$ cat config.mk
export PLATFORM = sky130hd
export DESIGN_NAME = gilbert_loss_injector_core
export DESIGN_NICKNAME = d
export VERILOG_FILES = /design/src/hdl/gli_pkg.sv /design/src/hdl/gli_front.sv /design/src/hdl/gli_queue.sv /design/src/hdl/gli_back.sv /design/src/hdl/gilbert_loss_injector_core.sv
export SDC_FILE = /design/constraint.sdc
export NUM_CORES = 1
export LEC_CHECK = 0
export BUFFER_PORTS_ARGS = -buffer_cell sky130_fd_sc_hd__buf_2
export CAP_MARGIN = 20
export CORE_MARGIN = 3
export CORE_UTILIZATION = 30
export DETAILED_ROUTE_END_ITERATION = 8
export PLACE_DENSITY = 0.46
export SETUP_SLACK_MARGIN = 0.05
export SLEW_MARGIN = 25
export SYNTH_ARGS = -nofsm -noshare
export SYNTH_HDL_FRONTEND = slang
export SYNTH_SLANG_ARGS = --single-unit
$ cat constraint.sdc
create_clock -name clock -period 21.4 [get_ports clock]
set_clock_uncertainty 0.05 [all_clocks]
set_input_delay 2.14 -clock clock [delete_from_list [all_inputs] [get_ports clock]]
set_output_delay 2.14 -clock clock [all_outputs]
set_load 0.01 [all_outputs]
$ cat src/hdl/gli_pkg.sv
// Shared constants and types of the Gilbert loss injector.
`default_nettype none

package gli_pkg;

   localparam int TagW     = 8;
   localparam int ThrW     = 8;
   localparam int SeedW    = 31;
   localparam int CountW   = 16;
   localparam int DrawW    = 15;
   localparam int CsrDataW = 31;
   localparam int CsrIdxW  = 2;

   localparam int QueueDepth = 2;
   localparam int QueuePtrW  = $clog2(QueueDepth);
   localparam int QueueCntW  = $clog2(QueueDepth + 1);

   localparam logic [SeedW-1:0] LcgMult = SeedW'(32'd1103515245);
   localparam logic [SeedW-1:0] LcgIncr = SeedW'(32'd12345);
   localparam int LcgShift = 16;

   // floor(r / 100) == (r * 5243) >> 19 for every 15-bit r
   localparam int RecipShift = 19;
   localparam int RecipW     = DrawW + 13;
   localparam logic [RecipW-1:0] RecipMult = RecipW'(5243);
   localparam int QuotW = RecipW - RecipShift;
   localparam logic [DrawW-1:0] ModDiv = DrawW'(100);
   localparam int RemW = 7;

   localparam logic [ThrW-1:0] BurstWrapAt   = ThrW'(50);
   localparam logic [ThrW-1:0] BurstRestart  = ThrW'(2);
   localparam logic [ThrW-1:0] KeepFloor     = ThrW'(90);

   localparam logic [ThrW-1:0]   KeepReset   = ThrW'(98);
   localparam logic [ThrW-1:0]   BurstReset  = ThrW'(2);
   localparam logic [SeedW-1:0]  SeedReset   = SeedW'(1);
   localparam logic [CountW-1:0] PeriodReset = CountW'(1000);

   typedef enum logic [CsrIdxW-1:0] {
      CSR_KEEP_INIT    = 2'd0,
      CSR_BURST_INIT   = 2'd1,
      CSR_SEED_INIT    = 2'd2,
      CSR_SWEEP_PERIOD = 2'd3
   } csr_index_type;

   typedef struct packed {
      logic                en;
      csr_index_type       index;
      logic [CsrDataW-1:0] data;
   } csr_write_type;

   typedef struct packed {
      logic [TagW-1:0]   tag;
      logic [DrawW-1:0]  draw;
      logic [ThrW-1:0]   keep;
      logic [ThrW-1:0]   burst;
      logic [CountW-1:0] count;
   } item_type;

endpackage

`default_nettype wire

$ cat src/hdl/gli_front.sv
// Front end: accepts packets, steps the sweep schedule and draws the random number.
`default_nettype none

module gli_front (
   input  wire logic                       clock,
   input  wire logic                       reset,
   input  wire gli_pkg::csr_write_type     csr,
   input  wire logic                       req_valid,
   output logic                            req_ready,
   input  wire logic [gli_pkg::TagW-1:0]   req_packet_tag,
   input  wire logic                       queue_full,
   output logic                            push,
   output gli_pkg::item_type               push_item
);

   logic [gli_pkg::SeedW-1:0]  seed_ff, seed_in;
   logic [gli_pkg::CountW-1:0] count_ff, count_in;
   logic [gli_pkg::CountW-1:0] period_ff, period_in;
   logic [gli_pkg::ThrW-1:0]   keep_ff, keep_in;
   logic [gli_pkg::ThrW-1:0]   burst_ff, burst_in;

   logic                       accept;
   logic                       sweep;
   logic                       burst_wrap;
   logic [gli_pkg::ThrW-1:0]   keep_dec;
   logic [gli_pkg::ThrW-1:0]   keep_now;
   logic [gli_pkg::ThrW-1:0]   burst_now;
   logic [gli_pkg::CountW-1:0] count_now;
   logic [gli_pkg::SeedW-1:0]  lcg_prod;
   logic [gli_pkg::SeedW-1:0]  lcg_sum;
   logic [gli_pkg::DrawW-1:0]  draw;

   assign req_ready = !queue_full;
   assign accept    = req_valid && !queue_full;
   assign push      = accept;

   always_comb begin
      sweep      = count_ff >= period_ff;
      burst_wrap = burst_ff >= gli_pkg::BurstWrapAt;
      keep_dec   = burst_wrap ? keep_ff - gli_pkg::ThrW'(1) : keep_ff;
      if (sweep) begin
         burst_now = burst_wrap ? gli_pkg::BurstRestart : burst_ff + gli_pkg::ThrW'(1);
         keep_now  = (keep_dec < gli_pkg::KeepFloor) ? gli_pkg::KeepFloor : keep_dec;
         count_now = gli_pkg::CountW'(1);
      end else begin
         burst_now = burst_ff;
         keep_now  = keep_ff;
         count_now = count_ff + gli_pkg::CountW'(1);
      end
      lcg_prod = seed_ff * gli_pkg::LcgMult;
      lcg_sum  = lcg_prod + gli_pkg::LcgIncr;
      draw     = lcg_sum[gli_pkg::LcgShift +: gli_pkg::DrawW];
   end

   always_comb begin
      push_item.tag   = req_packet_tag;
      push_item.draw  = draw;
      push_item.keep  = keep_now;
      push_item.burst = burst_now;
      push_item.count = count_now;
   end

   always_comb begin
      seed_in   = seed_ff;
      count_in  = count_ff;
      period_in = period_ff;
      keep_in   = keep_ff;
      burst_in  = burst_ff;
      if (accept) begin
         seed_in  = gli_pkg::SeedW'(draw);
         count_in = count_now;
         keep_in  = keep_now;
         burst_in = burst_now;
      end
      if (csr.en) begin
         case (csr.index)
            gli_pkg::CSR_KEEP_INIT:    keep_in   = csr.data[gli_pkg::ThrW-1:0];
            gli_pkg::CSR_BURST_INIT:   burst_in  = csr.data[gli_pkg::ThrW-1:0];
            gli_pkg::CSR_SEED_INIT:    seed_in   = csr.data[gli_pkg::SeedW-1:0];
            gli_pkg::CSR_SWEEP_PERIOD: period_in = csr.data[gli_pkg::CountW-1:0];
            default: ;
         endcase
      end
   end

   always_ff @(posedge clock) begin
      if (reset) begin
         seed_ff   <= gli_pkg::SeedReset;
         count_ff  <= '0;
         period_ff <= gli_pkg::PeriodReset;
         keep_ff   <= gli_pkg::KeepReset;
         burst_ff  <= gli_pkg::BurstReset;
      end else begin
         seed_ff   <= seed_in;
         count_ff  <= count_in;
         period_ff <= period_in;
         keep_ff   <= keep_in;
         burst_ff  <= burst_in;
      end
   end

   a_seed_narrow: assert property (@(posedge clock) disable iff (reset)
      (accept && !csr.en) |=> (seed_ff[gli_pkg::SeedW-1:gli_pkg::DrawW] == '0))
      else $error("seed wider than a draw after a packet");

   a_keep_clamped: assert property (@(posedge clock) disable iff (reset)
      (accept && sweep && !csr.en) |=> (keep_ff >= gli_pkg::KeepFloor))
      else $error("keep threshold below floor after sweep step");

endmodule

`default_nettype wire

$ cat src/hdl/gli_queue.sv
// Short queue of packets with their draws and thresholds between front and back end.
`default_nettype none

module gli_queue (
   input  wire logic              clock,
   input  wire logic              reset,
   input  wire logic              push,
   input  wire gli_pkg::item_type push_item,
   input  wire logic              pop,
   output gli_pkg::item_type      head_item,
   output logic                   full,
   output logic                   empty
);

   gli_pkg::item_type                entry_ff [gli_pkg::QueueDepth];
   logic [gli_pkg::QueuePtrW-1:0]    wr_ptr_ff, wr_ptr_in;
   logic [gli_pkg::QueuePtrW-1:0]    rd_ptr_ff, rd_ptr_in;
   logic [gli_pkg::QueueCntW-1:0]    fill_ff, fill_in;

   assign full      = fill_ff == gli_pkg::QueueCntW'(gli_pkg::QueueDepth);
   assign empty     = fill_ff == '0;
   assign head_item = entry_ff[rd_ptr_ff];

   always_comb begin
      wr_ptr_in = push ? wr_ptr_ff + gli_pkg::QueuePtrW'(1) : wr_ptr_ff;
      rd_ptr_in = pop  ? rd_ptr_ff + gli_pkg::QueuePtrW'(1) : rd_ptr_ff;
      fill_in   = fill_ff;
      if (push && !pop) begin
         fill_in = fill_ff + gli_pkg::QueueCntW'(1);
      end else if (pop && !push) begin
         fill_in = fill_ff - gli_pkg::QueueCntW'(1);
      end
   end

   always_ff @(posedge clock) begin
      if (reset) begin
         wr_ptr_ff <= '0;
         rd_ptr_ff <= '0;
         fill_ff   <= '0;
      end else begin
         wr_ptr_ff <= wr_ptr_in;
         rd_ptr_ff <= rd_ptr_in;
         fill_ff   <= fill_in;
      end
   end

   always_ff @(posedge clock) begin
      if (push) begin
         entry_ff[wr_ptr_ff] <= push_item;
      end
   end

   a_no_overflow: assert property (@(posedge clock) disable iff (reset)
      !(push && full))
      else $error("push into full queue");

   a_no_underflow: assert property (@(posedge clock) disable iff (reset)
      !(pop && empty))
      else $error("pop from empty queue");

endmodule

`default_nettype wire

$ cat src/hdl/gli_back.sv
// Back end: runs the two-state channel and registers the verdict beat.
`default_nettype none

module gli_back (
   input  wire logic                          clock,
   input  wire logic                          reset,
   input  wire gli_pkg::item_type             head_item,
   input  wire logic                          queue_empty,
   output logic                               pop,
   output logic                               rsp_valid,
   input  wire logic                          rsp_ready,
   output logic                               rsp_verdict_drop,
   output logic [gli_pkg::TagW-1:0]           rsp_tag_echo,
   output logic [gli_pkg::ThrW-1:0]           rsp_keep_threshold_now,
   output logic [gli_pkg::ThrW-1:0]           rsp_burst_threshold_now,
   output logic [gli_pkg::CountW-1:0]         rsp_packets_in_period
);

   logic                         channel_ff, channel_in;
   logic                         valid_ff, valid_in;
   logic                         drop_ff;
   gli_pkg::item_type            item_ff;

   logic [gli_pkg::RecipW-1:0]   recip_prod;
   logic [gli_pkg::QuotW-1:0]    quot;
   logic [gli_pkg::DrawW-1:0]    quot_times_div;
   logic [gli_pkg::DrawW-1:0]    rem_wide;
   logic [gli_pkg::ThrW-1:0]     rem;
   logic                         drop;

   assign pop = !queue_empty && (!valid_ff || rsp_ready);

   always_comb begin
      recip_prod     = gli_pkg::RecipW'(head_item.draw) * gli_pkg::RecipMult;
      quot           = recip_prod[gli_pkg::RecipW-1:gli_pkg::RecipShift];
      quot_times_div = gli_pkg::DrawW'(gli_pkg::DrawW'(quot) * gli_pkg::ModDiv);
      rem_wide       = head_item.draw - quot_times_div;
      rem            = gli_pkg::ThrW'(rem_wide[gli_pkg::RemW-1:0]);
      drop           = channel_ff ? (rem < head_item.burst) : (rem > head_item.keep);
      channel_in     = pop ? drop : channel_ff;
      valid_in       = pop || (valid_ff && !rsp_ready);
   end

   always_ff @(posedge clock) begin
      if (reset) begin
         channel_ff <= 1'b0;
         valid_ff   <= 1'b0;
      end else begin
         channel_ff <= channel_in;
         valid_ff   <= valid_in;
      end
   end

   always_ff @(posedge clock) begin
      if (pop) begin
         drop_ff <= drop;
         item_ff <= head_item;
      end
   end

   assign rsp_valid               = valid_ff;
   assign rsp_verdict_drop        = drop_ff;
   assign rsp_tag_echo            = item_ff.tag;
   assign rsp_keep_threshold_now  = item_ff.keep;
   assign rsp_burst_threshold_now = item_ff.burst;
   assign rsp_packets_in_period   = item_ff.count;

   a_rem_range: assert property (@(posedge clock) disable iff (reset)
      pop |-> (rem_wide < gli_pkg::ModDiv))
      else $error("modulo by reciprocal out of range");

   a_state_follows_drop: assert property (@(posedge clock) disable iff (reset)
      pop |=> (channel_ff == drop_ff))
      else $error("channel state differs from last verdict");

endmodule

`default_nettype wire

$ cat src/hdl/gilbert_loss_injector_core.sv
// Top level of the Gilbert two-state packet loss injector.
// Path: an accepted packet is written into the queue, and when popped its verdict
// is registered in the back end. Throughput: one packet per cycle while the queue
// is not full; the seed feedback closes through one 31-bit constant multiply in
// the front end, the channel state in the back end.
// Reset: synchronous; loads k=98, d=2, seed=1, period=1000, clears the counter,
// sets the channel good and empties the queue.
`default_nettype none

module gilbert_loss_injector_core (
   input  wire logic                          clock,
   input  wire logic                          reset,
   input  wire logic                          csr_wr_en,
   input  wire logic [gli_pkg::CsrIdxW-1:0]   csr_index,
   input  wire logic [gli_pkg::CsrDataW-1:0]  csr_wr_data,
   input  wire logic                          req_valid,
   output logic                               req_ready,
   input  wire logic [gli_pkg::TagW-1:0]      req_packet_tag,
   output logic                               rsp_valid,
   input  wire logic                          rsp_ready,
   output logic                               rsp_verdict_drop,
   output logic [gli_pkg::TagW-1:0]           rsp_tag_echo,
   output logic [gli_pkg::ThrW-1:0]           rsp_keep_threshold_now,
   output logic [gli_pkg::ThrW-1:0]           rsp_burst_threshold_now,
   output logic [gli_pkg::CountW-1:0]         rsp_packets_in_period
);

   gli_pkg::csr_write_type csr;
   gli_pkg::item_type      push_item;
   gli_pkg::item_type      head_item;
   logic                   push;
   logic                   pop;
   logic                   queue_full;
   logic                   queue_empty;

   always_comb begin
      csr.en    = csr_wr_en;
      csr.index = gli_pkg::csr_index_type'(csr_index);
      csr.data  = csr_wr_data;
   end

   gli_front u_front (
      .clock          (clock),
      .reset          (reset),
      .csr            (csr),
      .req_valid      (req_valid),
      .req_ready      (req_ready),
      .req_packet_tag (req_packet_tag),
      .queue_full     (queue_full),
      .push           (push),
      .push_item      (push_item)
   );

   gli_queue u_queue (
      .clock     (clock),
      .reset     (reset),
      .push      (push),
      .push_item (push_item),
      .pop       (pop),
      .head_item (head_item),
      .full      (queue_full),
      .empty     (queue_empty)
   );

   gli_back u_back (
      .clock                   (clock),
      .reset                   (reset),
      .head_item               (head_item),
      .queue_empty             (queue_empty),
      .pop                     (pop),
      .rsp_valid               (rsp_valid),
      .rsp_ready               (rsp_ready),
      .rsp_verdict_drop        (rsp_verdict_drop),
      .rsp_tag_echo            (rsp_tag_echo),
      .rsp_keep_threshold_now  (rsp_keep_threshold_now),
      .rsp_burst_threshold_now (rsp_burst_threshold_now),
      .rsp_packets_in_period   (rsp_packets_in_period)
   );

endmodule

`default_nettype wire

Yosys cells after proc, flatten, opt, wreduce, memory -nomap -nowiden
Memories as Yosys holds them, arrays and structs flattened. A register that Yosys moved wholly into a read port is not among the register bits. Cells that the tools add are included. W data, S select, Z words.

Output and inout bits: 43. Bits in writable memories: 110. Bits in registers: 126. Memories: 1. Input port bits: 46. Logic and storage cells: 76.

Memory list: u_queue.entry_ff (words 2, bits a word 55, rd ports 1, clocked after memory_dff 1, write ports 1, RTL line gli_queue.sv:15) `gli_pkg::item_type entry_ff [gli_pkg::QueueDepth];`.

Reduce and logical (&&, ||, !) cells: 17. Multipliers: 3. $lt $le $gt $ge: 5. Equality and inequality tests: 4. Add/sub/neg operators: 9. Mux-type cells: 22.

Operator list (number): $mux W31 (3); $mux W8 (11); $add A31 B14 Y31 const B (1); $mul A31 B31 Y31 const B (1); $mul A15 B13 Y28 const B (1); $add A16 B1 Y16 const B (1); $ge A16 B16 Y1 (1); $mux W16 (1); $mul A9 B5 Y5 const B (1); $add A8 B1 Y8 const B (1); $ge A8 B6 Y1 const B (1); $gt A7 B8 Y1 (1); $lt A7 B8 Y1 (1); $lt A8 B7 Y1 const B (1); $sub A8 B1 Y8 const B (1); $sub A7 B7 Y7 (1); $eq A2 B2 Y1 const B (3); $logic_not A1 Y1 (6); $logic_and A1 B1 Y1 (5); $mux W1 (5); $logic_not A2 Y1 (2); $mux W2 (2); $add A1 B1 Y1 const B (2); $add A2 B1 Y2 const B (1); 5 further kinds (6).

Logic depth before layout (Yosys ltp)
Gate-level depths: netlist (run 1).

Depth after elaboration: 8. Gate-level depth with buffers: 36. Gate-level depth less buffers: 34.

Cells and area by module
Synthesis (run 1) repeated with hierarchy kept, for this count alone.

Cell total of the unflattened synthesis: 2138. Area, all modules: 22200.0 µm².

Modules (own cells, without submodules): gli_front (sequential area each 1581.5 µm², instances 1, cells each 1498, area each 12952.4 µm²); gli_back (sequential area each 1271.2 µm², instances 1, cells each 447, area each 5053.6 µm²); gli_queue (sequential area each 3403.3 µm², instances 1, cells each 193, area each 4194.0 µm²).

Worst setup path after synthesis (run 1)
No wires, ideal clock.

Path kind: reg2reg. From: reg (tool-made name). To: reg u_back.channel_ff. Buffers on the path: 2. Period minus slack after synthesis: 8.276 ns. Setup time: 0.098 ns. Data required time: 21.252 ns. Setup slack: 13.124 ns. Stages on the path, launching flop included: 35. Arrival: 8.129 ns. Path through: dfxtp_1 clkbuf_1 buf_1 mux2i_1 inv_1 fa_1 ha_1 fa_1 inv_1 fa_1 fa_1 inv_1 ha_1 a2111oi_0 o21ai_0 o211a_1 a21o_1 a211oi_1 nor2b_1 nor2_1 xnor2_1 ha_1 inv_1 ha_1 a21oi_1 xnor2_1 xnor3_1 xnor2_1 xnor2_1 ha_1 nand3_1 nor2_1 nor3_1 o21ai_0 a311oi_1.

RTL lines: to (signal assigned) (RTL line gli_back.sv:49) `channel_ff <= channel_in;`; to (decl) (RTL line gli_back.sv:19) `logic channel_ff, channel_in;`.

==> flow_metrics.env, run 1 <==
export IMPL_final_max_slew_viol_count=0
export IMPL_layout_common_cells="inv_1 (546), ha_1 (312), fa_1 (252)"
export IMPL_status="completed"
export IMPL_post_route_cells_drive_above_1_share_pct=9.17
export IMPL_first_pass_grt_wire_length_um=87100
export IMPL_hold_violations=0
export IMPL_post_synth_num_cell_types=71
export IMPL_vias=14000
export IMPL_antenna_violating_nets_post_route=0
export IMPL_final_fill_count=7381
export IMPL_cts_root_buffer="clkbuf_16"
export IMPL_setup_tns_ns=0
export IMPL_shortest_clock_period_the_worst_path_allows_after_layout_ns=9.05
export IMPL_routedWlPerCell_um=17.1
export IMPL_min_path_type="reg -> reg"
export IMPL_cts_inserted_buffers=26
export IMPL_final_net_count=2771
export IMPL_timing_critical_path_buf_inv=5
export IMPL_critical_path_top_cell_by_count="ha_1"
export IMPL_portBuffers=88
export IMPL_boundaryPins=89
export IMPL_path_delay_family="adder cells"
export IMPL_first_global_vias=15300
export IMPL_gp_congestion=0.853
export IMPL_syn_nets=2695
export IMPL_initial_drc_count=729
export IMPL_fp_dieH_um=276
export IMPL_crit_path_end_kind="flip-flop"
export IMPL_reg2reg_slack_ns=12.35
export IMPL_cp_max_fo=47
export IMPL_synth_seq_cells=237
export IMPL_place_hpwl_um=44500
export IMPL_worst_slew_margin_rel_pct=35.6
export IMPL_critical_path_slowest_cell="buf_4"
export IMPL_clock_sink_count=237
export IMPL_synth_enable_flop_cells=151
export IMPL_syn_area_per_cell_um2=10.5
export IMPL_dominantRegCellSynth="edfxtp_1"
export IMPL_min_from="u_front.period_ff[10]"
export IMPL_floorplan_core_area_um2=71900
export IMPL_fmax_mhz=110
export IMPL_clk_latency_ns=0.54
export IMPL_drt_wl_total_um=53500
export IMPL_antenna_diode_count=0
export IMPL_worstPathRequired_ns=21.79
export IMPL_number_of_design_rule_violations_left_after_detail_routing=0
export IMPL_count_of_warnings_emitted_by_yosys=0
export IMPL_final_common_cell="inv_1"
export IMPL_horizontal_die_dimension_um=276
export IMPL_setup_viol_count_final=0
export IMPL_clock_tree_buffer_depth=3
export IMPL_areaGrowthSynthToFinish_pct=10.9
export IMPL_htree_num_levels=1
export IMPL_hold_buffer_count_at_cts=0
export IMPL_grt_start_max_net_pins=63
export IMPL_worst_endpoint_arrival_ns=9.44
export IMPL_synth_seq_area_share_pct=28.6
export IMPL_synthesis_area_um2=21900
export IMPL_timing_worst_slew_pin_value_ns=0.964
export IMPL_initial_core_util_pct=30.4
export IMPL_proportion_of_synthesized_flip_flops_having_asynchronous_set_or_reset_pct=0
export IMPL_cts_tree="done"
export IMPL_postCtsSetupBuffers=0
export IMPL_final_min_period_over_clock_period_pct=42.3
export IMPL_dr_pass1_iters=5
export IMPL_grt_antenna_before_repair=3
export IMPL_hold_path_depth=2
export IMPL_syn_instance_count=2085
export IMPL_timing_hold_worst_endpoint="u_front.period_ff[10]"
export IMPL_crit_path_max_incr_delay_ns=0.65
export IMPL_clkSlewWorstSetupHoldPaths_ns=0.06
export IMPL_rsz_0062_raised_after_global_routing="no"
export IMPL_kind_of_start_point_of_the_critical_path="flip-flop"
export IMPL_detail_routed_via_count_per_cell=4.47
export IMPL_worstSetupPathType="reg -> reg"
export IMPL_regToRegEndpoint="u_back.channel_ff"
export IMPL_grt_ovfl_total=0
export IMPL_maxCapViolations=0
export IMPL_r2r_worst_path_cells=33
export IMPL_rows=98
export IMPL_die_area_um2=76200
export IMPL_post_cts_resized=0
export IMPL_grt_util_all_layers_pct=14.3
==> cell usage after synthesis, drive strengths merged, types with 3 or more instances <==
master | instances | area [um^2]
inv | 546 | 2050
ha | 312 | 3900
fa | 252 | 5040
edfxtp | 151 | 4530
nor2 | 93 | 349
dfxtp | 86 | 1720
a21oi | 83 | 419
nand2 | 83 | 319
xnor2 | 64 | 561
o21ai | 55 | 275
mux2 | 32 | 360
clkbuf | 30 | 113
mux2i | 27 | 270
buf | 20 | 104
nor3 | 20 | 100
nand3 | 17 | 85.1
o211ai | 17 | 133
a22oi | 16 | 120
nand4 | 16 | 100
xor2 | 15 | 131
a31oi | 14 | 109
a21o | 13 | 97.6
and3 | 11 | 68.8
o21a | 10 | 75.1
a211oi | 8 | 60.1
nand2b | 7 | 43.8
nor2b | 7 | 43.8
o211a | 7 | 70.1
o31ai | 7 | 62.6
nor4 | 6 | 37.5
o22ai | 6 | 43.8
a221oi | 5 | 43.8
or2 | 5 | 31.3
or3 | 5 | 31.3
a311oi | 4 | 35.0
and2 | 4 | 25.0
or4 | 4 | 33.8
o22a | 3 | 26.3
==> worst max-delay path by stage <==
| stage | end | slack, ns | cells after the start |
|---|---|---|---|
| floorplan | u_back.channel_ff | 13.12 | 34 |
| global placement | u_back.channel_ff | 12.27 | 33 |
| finish | u_back.channel_ff | 12.35 | 33 |
| global route | u_back.channel_ff | 11.53 | 33 |
| CTS | u_back.channel_ff | 12.22 | 33 |
| detailed placement | u_back.channel_ff | 12.27 | 33 |
==> final cells by class <==
type | count | area [um^2] | area share [%]
multi-input cells | 1252 | 13400 | 55.2
flip-flops and latches | 237 | 6260 | 25.8
inverters | 546 | 2050 | 8.45
well taps | 950 | 1190 | 4.90
clock buffers | 30 | 687 | 2.83
repair buffers | 98 | 515 | 2.12
clock inverters | 18 | 183 | 0.753
==> registers in the layout (all words and copies together) (netlist names), named ones only <==
register                        cells
u_back.rsp_tag_echo                 8
u_front.keep_ff                     8
u_front.burst_ff                    8
u_queue.fill_ff                     2
u_back.rsp_burst_threshold_now      8
u_back.rsp_keep_threshold_now       8
u_back.rsp_verdict_drop             1
u_back.rsp_valid                    1
u_back.rsp_packets_in_period       16
u_queue.entry_ff                  110
u_queue.rd_ptr_ff                   1
u_front.period_ff                  16
u_front.seed_ff                    31
u_back.channel_ff                   1
u_queue.wr_ptr_ff                   1
u_front.count_ff                   16
==> kinds of logic after synthesis <==
logic type	synth area share [%]
and+or+nand+nor	6.08
buffers and inverters	10.4
muxes	2.88
xor gates and xnor gates	3.27
adders and majority gates	40.9
AOI/OAI and AO/OA	7.90
DFF	28.6
==> metrics by stage <==
| step | instance area (um^2) | cells | utilization (%) | worst slack (ns) | hold slack (ns) |
|---|---|---|---|---|---|
| floorplan | 21900 | 2085 | - | 13.12 | 0.386 |
| global placement | 23400 | 3083 | 32.5 | 12.27 | 0.401 |
| detailed placement | 23400 | 3083 | 32.5 | 12.27 | 0.402 |
| CTS | 24300 | 3131 | 33.8 | 12.22 | 0.411 |
| global route | 24300 | 3131 | 33.8 | 11.53 | 0.437 |
| finish | 24300 | 3131 | 33.8 | 12.35 | 0.407 |
==> worst register-to-register path, delay by kind of cell, from the launching register on <==
family / cells / cell delay, ns
DFF: 1 / 0.47
buffers and inverters: 5 / 1.02
muxes: 1 / 0.34
and+or+nand+nor: 5 / 0.52
AOI/OAI and AO/OA: 8 / 2.21
adders and majority gates: 9 / 3.44
xor gates and xnor gates: 5 / 0.90
==> routing by layer <==
layer | track usage [%] | part of all wire (%)
met5 | 0 | 0.024
met2 | 23.9 | 47
met4 | 2.13 | 1.6
met3 | 1.55 | 2.5
met1 | 20.4 | 49
Power of run 1 is left out: the tool's default activity adds up to more than one toggle a clock period on the data nets, which glitch-free logic cannot reach.
==> inputs of run 2 (changes only) <==
--- a/config.mk
+++ b/config.mk
@@ -5,12 +5,13 @@
 export SDC_FILE = /design/constraint.sdc
 export NUM_CORES = 1
 export LEC_CHECK = 0
+export ABC_AREA = 1
 export BUFFER_PORTS_ARGS = -buffer_cell sky130_fd_sc_hd__buf_2
 export CAP_MARGIN = 20
 export CORE_MARGIN = 3
 export CORE_UTILIZATION = 30
 export DETAILED_ROUTE_END_ITERATION = 8
-export PLACE_DENSITY = 0.46
+export PLACE_DENSITY = 0.47
 export SETUP_SLACK_MARGIN = 0.05
 export SLEW_MARGIN = 25
 export SYNTH_ARGS = -nofsm -noshare
==> constraint.sdc (replaced) <==
create_clock -name clock -period 7.57 [get_ports clock]
set_clock_uncertainty 0.05 [all_clocks]
set_input_delay 0.757 -clock clock [delete_from_list [all_inputs] [get_ports clock]]
set_output_delay 0.757 -clock clock [all_outputs]
set_load 0.01 [all_outputs]
==> flow_metrics.env, run 2 <==
export IMPL_count_of_warnings_emitted_by_yosys=0
export IMPL_number_of_design_rule_violations_left_after_detail_routing=0
export IMPL_min_path_type="in -> reg"
export IMPL_clock_sink_count=237
export IMPL_setup_viol_count_final=0
export IMPL_final_net_count=3271
export IMPL_cp_max_fo=6
export IMPL_dr_pass1_iters=5
export IMPL_cts_inserted_buffers=26
export IMPL_yosysTopAreaCell="fa_1"
export IMPL_worst_endpoint_arrival_ns=7.55
export IMPL_initial_drc_count=795
export IMPL_critical_path_top_cell_by_count="inv_2"
export IMPL_status="completed"
export IMPL_first_global_vias=17400
export IMPL_synth_seq_area_share_pct=27.4
export IMPL_areaGrowthSynthToFinish_pct=14.9
export IMPL_portBuffers=88
export IMPL_hold_violations=0
export IMPL_horizontal_die_dimension_um=282
export IMPL_syn_instance_count=2515
export IMPL_dp_cells=3593
export IMPL_timing_worst_slew_pin_value_ns=0.858
export IMPL_detail_routed_via_count_per_cell=4.56
export IMPL_clock_tree_buffer_depth=3
export IMPL_initial_core_util_pct=30.4
export IMPL_max_flop_register="u_queue.entry_ff"
export IMPL_crit_path_max_incr_delay_ns=0.57
export IMPL_clk_latency_ns=0.54
export IMPL_worstPathRequired_ns=7.96
export IMPL_syn_area_per_cell_um2=9.07
export IMPL_kind_of_start_point_of_the_critical_path="flip-flop"
export IMPL_final_instance_count_without_filler_cells=3650
export IMPL_grt_start_max_net_pins=60
export IMPL_rows=100
export IMPL_maxCapViolations=0
export IMPL_gp_congestion=0.894
export IMPL_synth_top_cells_by_count="inv_1 (641), nand2_1 (357), ha_1 (312)"
export IMPL_syn_nets=3125
export IMPL_worst_slew_margin_rel_pct=42.8
export IMPL_largest_registers="u_queue.entry_ff x110, u_front.seed_ff x31"
export IMPL_cts_root_buffer="clkbuf_16"
export IMPL_floorplan_core_area_um2=74900
export IMPL_cts_tree="done"
export IMPL_dominantRegCellSynth="edfxtp_1"
export IMPL_crit_path_end_kind="flip-flop"
export IMPL_synth_enable_flop_cells=151
export IMPL_die_area_um2=79400
export IMPL_synth_seq_cells=237
export IMPL_boundaryPins=89
export IMPL_post_synth_num_cell_types=48
export IMPL_antenna_diode_count=0
export IMPL_synthesis_area_um2=22800
export IMPL_grt_util_all_layers_pct=15.7
export IMPL_final_min_period_over_clock_period_pct=94.5
export IMPL_vias=16700
export IMPL_final_fill_count=7653
export IMPL_final_max_slew_viol_count=0
export IMPL_hold_worst_slack_ns=0.361
export IMPL_synth_most_common_cell="inv_1"
export IMPL_clkSlewWorstSetupHoldPaths_ns=0.07
export IMPL_fmax_mhz=140
export IMPL_grt_ovfl_total=0
export IMPL_grt_antenna_before_repair=0
export IMPL_post_route_cells_drive_above_1_share_pct=13.1
export IMPL_worstSetupPathType="reg -> reg"
export IMPL_largest_reg_flops=110
export IMPL_synth_area_top_cells="fa_1 (22%), edfxtp_1 (20%), ha_1 (17%), inv_1 (11%), dfxtp_1 (7.5%)"
export IMPL_critical_path_slowest_cell="fa_1"
export IMPL_hold_buffer_count_at_cts=0
export IMPL_shortest_clock_period_the_worst_path_allows_after_layout_ns=7.16
export IMPL_routedWlPerCell_um=16.9
export IMPL_drt_wl_total_um=61800
export IMPL_final_common_cell="inv_1"
export IMPL_layout_common_cells="inv_1 (628), nand2_1 (346), ha_1 (292)"
export IMPL_place_hpwl_um=51400
export IMPL_first_pass_grt_wire_length_um=97400
export IMPL_proportion_of_synthesized_flip_flops_having_asynchronous_set_or_reset_pct=0
export IMPL_fp_dieH_um=282
export IMPL_htree_num_levels=1
export IMPL_synth_top_area_share_pct=22.1
export IMPL_antenna_violating_nets_post_route=0
## run 2: worst paths after layout
path,startpoint,to,slack (ns),cells past startpoint
max,flip-flop,u_back.channel_ff,0.41,42
min,req_packet_tag[6],u_queue.entry_ff[1][53],0.36,1
max reg2reg,flip-flop,u_back.channel_ff,0.41,42
min reg2reg,u_front.period_ff[13],u_front.period_ff[13],0.42,2
## run 2: worst max-delay path, delay by kind of cell (launching register included)
| family | cells | cell delay [ns] |
|---|---|---|
| flops | 1 | 0.36 |
| xor+xnor | 4 | 0.70 |
| buf+inv | 12 | 0.70 |
| compound gates | 6 | 0.70 |
| simple gates | 11 | 0.95 |
| fa+ha+maj | 9 | 3.55 |
## run 2: kinds of logic after synthesis
group	count (synthesis)	share of synthesized area, %
AND/OR/NAND/NOR	623	12.0
flip-flops	237	27.4
buffers and inverters	695	11.5
AO/OA/AOI/OAI	355	8.19
XOR/XNOR	41	1.63
adder cells (fa/ha/maj)	564	39.2
## run 2: metrics by stage
step / setup slack, ns / utilization, % / setup TNS (ns) / cell area (um^2)
2_1_floorplan: 0.209 / - / 0 / 22800
3_3_place_gp: 0.119 / 33.1 / 0 / 24800
3_5_place_dp: 0.0368 / 33.1 / 0 / 24800
4_1_cts: 0.0661 / 34.3 / 0 / 25700
5_1_grt: -0.0121 / 35.0 / -0.0121 / 26200
6_report: 0.414 / 35.0 / 0 / 26200
## run 2: area by class of cell
cell class | count | area [um^2] | area share [%]
inverter | 649 | 2440 | 9.33
clock buffer | 32 | 704 | 2.69
clock inverter | 16 | 210 | 0.802
tap | 969 | 1210 | 4.63
timing repair buffer | 164 | 1020 | 3.89
multi-input combinational | 1583 | 14400 | 54.8
sequential | 237 | 6260 | 23.9
## run 2: timing repair
action                                  in CTS  in global routing
endpoints found under the setup margin       1                  2
setup buffers                                0                  9
pin swaps                                    0                 35
gates resized for setup                      1                 95
## run 2: layer usage
| metal | GRT usage [%] | vias up | share of wire, % | routed length (um) |
|---|---|---|---|---|
| li1 | - | 8197 | - | - |
| met1 | 22.7 | 8119 | 48 | 29800 |
| met2 | 25.5 | 281 | 46 | 28500 |
| met3 | 1.55 | 64 | 3.5 | 2190 |
| met4 | 3.26 | 0 | 2.2 | 1360 |
| met5 | 0 | - | 0 | 0 |
Power of run 2 is left out for the same reason.
==> inputs of run 3 (changes only) <==
--- a/config.mk
+++ b/config.mk
@@ -11,8 +11,7 @@
 export CORE_MARGIN = 3
 export CORE_UTILIZATION = 30
 export DETAILED_ROUTE_END_ITERATION = 8
-export PLACE_DENSITY = 0.47
-export SETUP_SLACK_MARGIN = 0.05
+export PLACE_DENSITY = 0.46
 export SLEW_MARGIN = 25
 export SYNTH_ARGS = -nofsm -noshare
 export SYNTH_HDL_FRONTEND = slang
==> constraint.sdc (replaced) <==
create_clock -name clock -period 7.6 [get_ports clock]
set_clock_uncertainty 0.05 [all_clocks]
set_input_delay 0.76 -clock clock [delete_from_list [all_inputs] [get_ports clock]]
set_output_delay 0.76 -clock clock [all_outputs]
set_load 0.01 [all_outputs]
==> flow_metrics.env, run 3 (synthesized netlist as in run 2, its figures left out) <==
export IMPL_worst_slew_margin_rel_pct=40.8
export IMPL_antenna_diode_count=0
export IMPL_gr_usage_met3_pct=2.04
export IMPL_cp_max_fo=10
export IMPL_fmax_mhz=137
export IMPL_floorplan_core_area_um2=74900
export IMPL_die_area_um2=79400
export IMPL_global_route_usage_met1_pct=22.6
export IMPL_grt_antenna_before_repair=0
export IMPL_met2_usage_pct=26.0
export IMPL_dr_pass1_iters=5
export IMPL_clock_tree_buffer_depth=3
export IMPL_worst_endpoint_arrival_ns=7.69
export IMPL_first_global_vias=17300
export IMPL_status="completed"
export IMPL_layout_common_cells="inv_1 (627), nand2_1 (351), ha_1 (292)"
export IMPL_r2r_worst_path_cells=40
export IMPL_crit_path_max_incr_delay_ns=0.52
export IMPL_antenna_violating_nets_post_route=0
export IMPL_boundaryPins=89
export IMPL_final_net_count=3274
export IMPL_largest_reg_flops=110
export IMPL_critical_path_top_cell_by_count="inv_1"
export IMPL_clk_latency_ns=0.56
export IMPL_hold_violations=0
export IMPL_cts_inserted_buffers=26
export IMPL_cts_tree="done"
export IMPL_largest_registers="u_queue.entry_ff x110, u_front.seed_ff x31"
export IMPL_timing_hold_worst_endpoint="u_queue.entry_ff[1][51]"
export IMPL_grt_start_max_net_pins=60
export IMPL_timing_worst_slew_pin_value_ns=0.888
export IMPL_worstPathRequired_ns=7.99
export IMPL_portBuffers=88
export IMPL_first_pass_grt_wire_length_um=98000
export IMPL_drt_wl_total_um=62300
export IMPL_horizontal_die_dimension_um=282
export IMPL_maxCapViolations=0
export IMPL_final_min_period_over_clock_period_pct=96.0
export IMPL_hold_path_depth=1
export IMPL_min_from="req_packet_tag[4]"
export IMPL_fp_dieH_um=282
export IMPL_clkSlewWorstSetupHoldPaths_ns=0.06
export IMPL_place_hpwl_um=52300
export IMPL_max_flop_register="u_queue.entry_ff"
export IMPL_worstSetupPathType="reg -> reg"
export IMPL_shortest_clock_period_the_worst_path_allows_after_layout_ns=7.30
export IMPL_routedWlPerCell_um=17.1
export IMPL_post_route_cells_drive_above_1_share_pct=12.4
export IMPL_gp_congestion=0.883
export IMPL_regToRegEndpoint="u_back.channel_ff"
export IMPL_clock_sink_count=237
export IMPL_kind_of_start_point_of_the_critical_path="flip-flop"
export IMPL_setup_viol_count_final=0
export IMPL_final_max_slew_viol_count=0
export IMPL_initial_core_util_pct=30.4
export IMPL_setup_tns_ns=0
export IMPL_vias=16500
export IMPL_rows=100
export IMPL_areaGrowthSynthToFinish_pct=14.2
export IMPL_detail_routed_via_count_per_cell=4.52
export IMPL_cts_root_buffer="clkbuf_16"
export IMPL_grt_util_all_layers_pct=15.9
export IMPL_final_fill_count=7698
export IMPL_crit_path_end_kind="flip-flop"
export IMPL_final_common_cell="inv_1"
export IMPL_grt_most_used_layer="met2"
export IMPL_reg2reg_slack_ns=0.30
export IMPL_grt_ovfl_total=0
export IMPL_number_of_design_rule_violations_left_after_detail_routing=0
export IMPL_initial_drc_count=687
export IMPL_htree_num_levels=1
export IMPL_min_path_type="in -> reg"
export IMPL_critical_path_slowest_cell="fa_1"
## run 3: critical path, delay by kind of cell, from the launching register on
family / cells / cell delay [ns]
adder cells (fa/ha/maj): 9 / 3.24
XOR/XNOR: 4 / 0.63
flip-flops: 1 / 0.36
buffers and inverters: 10 / 0.73
AO/OA/AOI/OAI: 10 / 1.38
AND/OR/NAND/NOR: 7 / 0.78
## run 3: worst max path at each step
stage          startpoint                 to  slack (ns)  depth (start not counted)
2_1_floorplan   flip-flop  u_back.channel_ff        0.24                         41
3_3_place_gp    flip-flop  u_back.channel_ff        0.17                         38
3_5_place_dp    flip-flop  u_back.channel_ff      -0.007                         38
4_1_cts         flip-flop  u_back.channel_ff      0.0009                         38
5_1_grt         flip-flop  u_back.channel_ff       -0.04                         41
6_report        flip-flop  u_back.channel_ff        0.30                         40
## run 3: area by class of cell
class	count	area, um^2	share of cell area, %
sequential	237	6260	24.0
clock buffer	29	662	2.54
timing repair buffer	167	1040	3.98
inverter	649	2440	9.37
multi-input combinational	1583	14300	54.7
tap	969	1210	4.65
clock inverter	19	193	0.739
## run 3: metrics by stage
step                      cells  setup slack [ns]  hold WS (ns)  area, um^2  util [%]
final                      3653             0.303         0.355       26100      34.8
after global routing       3653           -0.0384         0.339       26100      34.8
after CTS                  3645          0.000917         0.330       25700      34.3
after detailed placement   3596          -0.00716         0.398       24800      33.1
after global placement     3596             0.174         0.389       24800      33.1
after floorplan            2515             0.239         0.376       22800         -
## run 3: per-layer routing
metal  wire length (um)  vias up  part of all wire [%]
met5                  0        -                     0
met4               1570        0                   2.5
met3               2360       87                   3.8
met2              28100      303                    45
met1              30300     7915                    49
li1                   -     8205                     -
## run 3: what timing repair did
action / CTS / global route
gates resized for setup: 0 / 73
setup endpoints to repair: 1 / 2
setup buffers: 1 / 8
hold buffers: 0 / 0
cloned: 0 / 0
pin swaps: 0 / 23
Power of run 3 is left out for the same reason.
